[src/hdl/frc_pkg.sv]
// shared types, constants and crc helper for the framed receive checker
package frc_pkg;

    localparam logic [7:0]  SYNC_HIGH    = 8'hE1;
    localparam logic [7:0]  SYNC_LOW     = 8'hC3;
    localparam logic [15:0] CRC_POLY     = 16'hA001;
    localparam logic [15:0] HEADER_BYTES = 16'd6;

    localparam logic [1:0] CFG_SLOT0_ADDR = 2'd0;
    localparam logic [1:0] CFG_SLOT0_EN   = 2'd1;
    localparam logic [1:0] CFG_SLOT1_ADDR = 2'd2;
    localparam logic [1:0] CFG_SLOT1_EN   = 2'd3;

    typedef enum logic [2:0] {
        PH_HUNT   = 3'd0,
        PH_LEN_HI = 3'd1,
        PH_LEN_LO = 3'd2,
        PH_BODY   = 3'd3,
        PH_CRC_HI = 3'd4,
        PH_CRC_LO = 3'd5
    } t_phase;

    typedef enum logic [2:0] {
        ST_OK        = 3'd0,
        ST_CRC_ERR   = 3'd1,
        ST_ADDR_ERR  = 3'd2,
        ST_TOO_SHORT = 3'd3,
        ST_TOO_LONG  = 3'd4
    } t_status;

    typedef struct packed {
        logic [7:0] slot0_address;
        logic       slot0_enable;
        logic [7:0] slot1_address;
        logic       slot1_enable;
    } t_cfg;

    typedef struct packed {
        logic        kind;
        logic [7:0]  data_byte;
        t_status     status;
        logic [15:0] frame_number;
        logic [7:0]  frame_kind;
        logic [7:0]  command_code;
        logic [7:0]  sub_command;
        logic        slot_index;
        logic [6:0]  payload_length;
    } t_result;

    // reflected crc16, one byte folded in lsb first
    function automatic logic [15:0] crc16_byte(input logic [15:0] c, input logic [7:0] b);
        logic [15:0] v;
        v = c ^ {8'h00, b};
        for (int k = 0; k < 8; k++) begin
            if (v[0]) begin
                v = (v >> 1) ^ CRC_POLY;
            end else begin
                v = v >> 1;
            end
        end
        return v;
    endfunction

endpackage

[src/hdl/frc_parser.sv]
// frame state machine: sync hunt, length, header capture, crc and verdict
module frc_parser
    import frc_pkg::*;
#(
    parameter int MAX_FRAME_BYTES = 128
)
(
    input  logic       i_clk,
    input  logic       i_rst_n,
    input  logic       i_valid,
    input  logic [7:0] i_rx_byte,
    input  t_cfg       i_cfg,
    output logic       o_has_result,
    output t_result    o_result
);

    localparam int IDX_W = $clog2(MAX_FRAME_BYTES);

    t_phase          r_phase, n_phase;
    logic [7:0]      r_prev, n_prev;
    logic [IDX_W-1:0] r_idx, n_idx;
    logic [15:0]     r_len, n_len;
    logic [15:0]     r_crc, n_crc;
    logic [7:0]      r_crc_hi, n_crc_hi;
    logic [15:0]     r_number, n_number;
    logic [7:0]      r_address, n_address;
    logic [7:0]      r_type, n_type;
    logic [7:0]      r_command, n_command;
    logic [7:0]      r_sub, n_sub;

    logic [15:0] len_full;
    logic [16:0] len_plus_hdr;
    logic [15:0] crc_step;
    logic [15:0] crc_recv;

    assign len_full     = {r_len[15:8], i_rx_byte};
    assign len_plus_hdr = {1'b0, len_full} + {1'b0, HEADER_BYTES};
    assign crc_step     = crc16_byte(r_crc, i_rx_byte);
    assign crc_recv     = {r_crc_hi, i_rx_byte};

    // next state
    always_comb begin
        n_phase   = r_phase;
        n_prev    = r_prev;
        n_idx     = r_idx;
        n_len     = r_len;
        n_crc     = r_crc;
        n_crc_hi  = r_crc_hi;
        n_number  = r_number;
        n_address = r_address;
        n_type    = r_type;
        n_command = r_command;
        n_sub     = r_sub;
        case (r_phase)
            PH_LEN_HI: begin
                n_len   = {i_rx_byte, 8'h00};
                n_phase = PH_LEN_LO;
            end
            PH_LEN_LO: begin
                n_len = len_full;
                if (len_full < HEADER_BYTES
                        || len_plus_hdr > 17'(MAX_FRAME_BYTES)) begin
                    n_phase = PH_HUNT;
                    n_prev  = 8'h00;
                end else begin
                    n_idx   = '0;
                    n_crc   = 16'h0000;
                    n_phase = PH_BODY;
                end
            end
            PH_BODY: begin
                n_crc = crc_step;
                if (r_idx == IDX_W'(0)) begin
                    n_number = {i_rx_byte, 8'h00};
                end else if (r_idx == IDX_W'(1)) begin
                    n_number = {r_number[15:8], i_rx_byte};
                end else if (r_idx == IDX_W'(2)) begin
                    n_address = i_rx_byte;
                end else if (r_idx == IDX_W'(3)) begin
                    n_type = i_rx_byte;
                end else if (r_idx == IDX_W'(4)) begin
                    n_command = i_rx_byte;
                end else if (r_idx == IDX_W'(5)) begin
                    n_sub = i_rx_byte;
                end
                n_idx = r_idx + IDX_W'(1);
                if (16'(r_idx) + 16'd1 >= r_len) begin
                    n_phase = PH_CRC_HI;
                end
            end
            PH_CRC_HI: begin
                n_crc_hi = i_rx_byte;
                n_phase  = PH_CRC_LO;
            end
            PH_CRC_LO: begin
                n_phase = PH_HUNT;
                n_prev  = 8'h00;
            end
            default: begin
                if (r_prev == SYNC_HIGH && i_rx_byte == SYNC_LOW) begin
                    n_phase = PH_LEN_HI;
                    n_prev  = 8'h00;
                end else begin
                    n_phase = PH_HUNT;
                    n_prev  = i_rx_byte;
                end
            end
        endcase
    end

    // result for this byte
    always_comb begin
        o_has_result = 1'b0;
        o_result     = '0;
        case (r_phase)
            PH_LEN_LO: begin
                if (len_full < HEADER_BYTES) begin
                    o_has_result    = i_valid;
                    o_result.kind   = 1'b1;
                    o_result.status = ST_TOO_SHORT;
                end else if (len_plus_hdr > 17'(MAX_FRAME_BYTES)) begin
                    o_has_result    = i_valid;
                    o_result.kind   = 1'b1;
                    o_result.status = ST_TOO_LONG;
                end
            end
            PH_BODY: begin
                if (r_idx > IDX_W'(5)) begin
                    o_has_result       = i_valid;
                    o_result.data_byte = i_rx_byte;
                end
            end
            PH_CRC_LO: begin
                o_has_result            = i_valid;
                o_result.kind           = 1'b1;
                o_result.frame_number   = r_number;
                o_result.frame_kind     = r_type;
                o_result.command_code   = r_command;
                o_result.sub_command    = r_sub;
                o_result.payload_length = 7'(r_len - HEADER_BYTES);
                if (crc_recv != r_crc) begin
                    o_result.status = ST_CRC_ERR;
                end else if (i_cfg.slot0_enable && r_address == i_cfg.slot0_address) begin
                    o_result.status = ST_OK;
                end else if (i_cfg.slot1_enable && r_address == i_cfg.slot1_address) begin
                    o_result.status     = ST_OK;
                    o_result.slot_index = 1'b1;
                end else begin
                    o_result.status = ST_ADDR_ERR;
                end
            end
            default: begin
                o_has_result = 1'b0;
            end
        endcase
    end

    always_ff @(posedge i_clk) begin
        if (!i_rst_n) begin
            r_phase <= PH_HUNT;
            r_prev  <= 8'h00;
        end else if (i_valid) begin
            r_phase <= n_phase;
            r_prev  <= n_prev;
        end
    end

    always_ff @(posedge i_clk) begin
        if (i_valid) begin
            r_idx     <= n_idx;
            r_len     <= n_len;
            r_crc     <= n_crc;
            r_crc_hi  <= n_crc_hi;
            r_number  <= n_number;
            r_address <= n_address;
            r_type    <= n_type;
            r_command <= n_command;
            r_sub     <= n_sub;
        end
    end

endmodule

[config.mk]
export PLATFORM = sky130hd
export DESIGN_NAME = frc_parser
export DESIGN_NICKNAME = d
export VERILOG_FILES = /design/src/hdl/frc_pkg.sv /design/src/hdl/frc_parser.sv
export SDC_FILE = /design/constraint.sdc
export NUM_CORES = 1
export LEC_CHECK = 0
export BUFFER_PORTS_ARGS = -buffer_cell sky130_fd_sc_hd__buf_2
export CORE_UTILIZATION = 51
export DETAILED_ROUTE_END_ITERATION = 10
export MAX_ROUTING_LAYER = met4
export PLACE_DENSITY = 0.86
export RECOVER_POWER = 25
export SLEW_MARGIN = 10
export SYNTH_ARGS = -nofsm -noshare
export SYNTH_HDL_FRONTEND = slang
export SYNTH_SLANG_ARGS = --single-unit
[constraint.sdc]
create_clock -name i_clk -period 3.3 [get_ports i_clk]
set_clock_uncertainty 0.05 [all_clocks]
set_input_delay 0.165 -clock i_clk [delete_from_list [all_inputs] [get_ports i_clk]]
set_output_delay 0.165 -clock i_clk [all_outputs]
set_load 0.01 [all_outputs]
==> flow_summary.ini <==
[sta]
finalSetupViolations = 0
report.final.hold_viol_count = 0
fmax_mhz = 342
worst_pin_slew_ps = 1010
maxSlewViolCount = 0
rsz0062_at_grt = false
setup_tns_ps = 0
slew_headroom_pct = 32.5
fin_crit_sh_pct = 88.5
fin_crit_ps = 2920
setup_ws_ps = 379

[setup_path]
arrival_ps = 2710
crit_slowest_cell = a21oi_1
reg2regPathDepth = 8
crit_end = o_has_result
regToRegSetupSlack_ps = 640
end_kind = output pin
path_cells = inv_1 > or3_1 > a21oi_1 > nor2_1 > nand2_1 > o21a_1 > buf_2
worst-setup-path-type = flip-flop to output pin
rr_startpoint = r_crc[0]$_SDFFCE_PN0P_
cpPeakStageDelay_ps = 640
cp_max_fo = 11
required_ps = 3080
cp-start-kind = flip-flop
r2r_end = r_crc[0]$_SDFFCE_PN0P_
crit_path_start = r_phase[1]$_SDFFE_PN0P_

[clock_tree]
numCtsBuffers = 9
cts_max_path_buffers = 2
cts_tree = built
cts_sinks = 106
path_clk_slew_ps = 110
ctsResizeCount = 0
cts_root_buf = clkbuf_8
htree_num_levels = 3
postCtsSetupBuffers = 0
clock_latency_ps = 390
hold_buffers = 0

[die]
die_w_um = 104
die_h_um = 104
ios = 90
core-area_mm2 = 0.0102
row_count = 37
dieArea_mm2 = 0.0109
initial_utilization_pct = 52.3

[power_and_ir_drop]
total_power_w = 0.00253
power_density_mw_per_mm2 = 415
p_leak_nw = 2.55
peakVddDrop_v = 0.000215

[yosys]
synth_top_area_share_pct = 53.3
synthArstFlopShare_pct = 0
yosysSeqAreaShare_pct = 57.4
postSynthCellCount = 450
synth_edf_count = 95
synth_ff_type = edfxtp_1
synth.largest_area_cell = edfxtp_1
syn-num-nets = 496
ys_warn_count = 0
avgSynthCellArea_um2 = 11.9
synth_area_mm2 = 0.00536
ys_types = 46
synth_seq_cells = 106
synth_area_leaders = edfxtp_1 (53%), xnor2_1 (6.1%), and3_1 (6.0%)

[run_status]
status = complete, no violations

[layout]
utilization_pct = 59.7
nets = 579
reg_top3 = r_crc x16, r_len x16, r_number x16
area_delta_synth_final_pct = 14.0
fill_cells = 820
seqCellArea_mm2 = 0.00307
multi_input_area_mm2 = 0.00210
final_cell_area_mm2 = 0.00610
drive_gt1_share_pct = 21.2

[detailed_routing]
post-route-drc-count = 0
drt_iter0_markers = 403
antenna_left = 0
wire_per_inst_um = 18.1
viasPerCell = 5.63
firstDrtPassIters = 5
vias = 3805
routed_wl_mm = 12.3

[placement]
gp_congestion = 0.911
dp_slack_ps = 576
numPortBuffers = 89
hpwl_mm = 8.57
place_area_mm2 = 0.00590

[job]
drv_cap = 0

[grt]
antenna_found_initial = 1
grt_overflow = 0
grt_usage_pct = 24.1
grt_pass1_vias = 3796
grt_pass1_wl_mm = 19.5
grt_max_degree = 57

[min_path]
hold_path.startpoint = i_rst_n
hp-class = primary input to flip-flop
where the power goes:
part           internal (W)  switching [W]  leakage, nW
combinational     0.0000837       0.000124         1.49
clock              0.000312       0.000524        0.106
sequential          0.00147      0.0000137        0.959
kinds of logic after synthesis:
logic type	share of synthesized area, %
flip-flops	57.4
AND/OR/NAND/NOR	20.8
AO/OA/AOI/OAI	5.63
adder cells (fa/ha/maj)	3.97
XOR/XNOR	8.43
multiplexers	0.210
buffers and inverters	3.55
cell type report:
type | instances | area share (%)
antenna | 2 | 0.0820
clock buffer | 9 | 2.03
clock inverter | 7 | 1.50
inverter | 15 | 0.923
multi-input combinational | 305 | 34.4
sequential | 106 | 50.3
tap | 136 | 2.79
timing repair buffer | 96 | 7.93
worst max-delay path, delay by kind of cell (launching register included):
kind / cells / cell delay (ps)
compound gates: 2 / 780
simple gates: 3 / 750
flops: 1 / 480
buf+inv: 2 / 330
worst min-delay path by stage:
stage | end | slack, ps | cells after the start
2_1_floorplan | r_address[0]$_DFFE_PP_ | 210 | 0
3_3_place_gp | r_phase[2]$_SDFFE_PN0P_ | 390 | 2
3_5_place_dp | r_phase[2]$_SDFFE_PN0P_ | 390 | 2
4_1_cts | r_phase[2]$_SDFFE_PN0P_ | 1 | 2
5_1_grt | r_phase[1]$_SDFFE_PN0P_ | 30 | 3
6_report | r_phase[2]$_SDFFE_PN0P_ | 9 | 2
metal layers:
| layer | up-vias | track usage (%) | routed length, um | part of all wire, % |
|---|---|---|---|---|
| met3 | 34 | 4.32 | 799 | 6.5 |
| met2 | 153 | 41.4 | 6430 | 52 |
| met1 | 1828 | 27.4 | 4690 | 38 |
| met5 | - | - | 0 | 0 |
| li1 | 1790 | - | - | - |
| met4 | 0 | 11.0 | 335 | 2.7 |
synth_stat cells, types with 4 or more instances:
library cell / count
edfxtp_1: 95
and3_1: 51
and2_1: 50
xnor2_1: 37
nor2_1: 31
ha_1: 17
clkbuf_1: 15
inv_1: 14
nand2_1: 13
nand3_1: 13
xor2_1: 12
dfxtp_1: 11
nor3_1: 9
a22o_1: 8
nand4_1: 7
o21ai_0: 7
a21oi_1: 6
and2_2: 6
nor4_1: 5
a31oi_1: 4
per-stage QoR:
step	instances	hold WS [ps]
floorplan	450	214
global route	675	31.1
CTS	674	1.34
finish	676	8.70
global placement	658	389
detailed placement	658	394
cell usage in the layout, fill, tap and decap left out, drive strengths merged, types with 2 or more instances in the layout:
master / count
a21oi: 6
o21ai: 7
clkbuf: 18
a211o: 2
a31oi: 4
dfxtp: 11
o211ai: 3
or3: 4
and2: 56
nand3: 13
a22o: 8
diode: 2
nand4: 7
a21o: 2
and4b: 2
inv: 19
nand2b: 2
nand2: 13
ha: 17
xnor2: 37
nor2: 31
edfxtp: 95
clkinv: 3
and3: 51
o31ai: 2
buf: 87
nor3: 9
xor2: 12
nor4: 5
(Power assumes the default switching activity.)
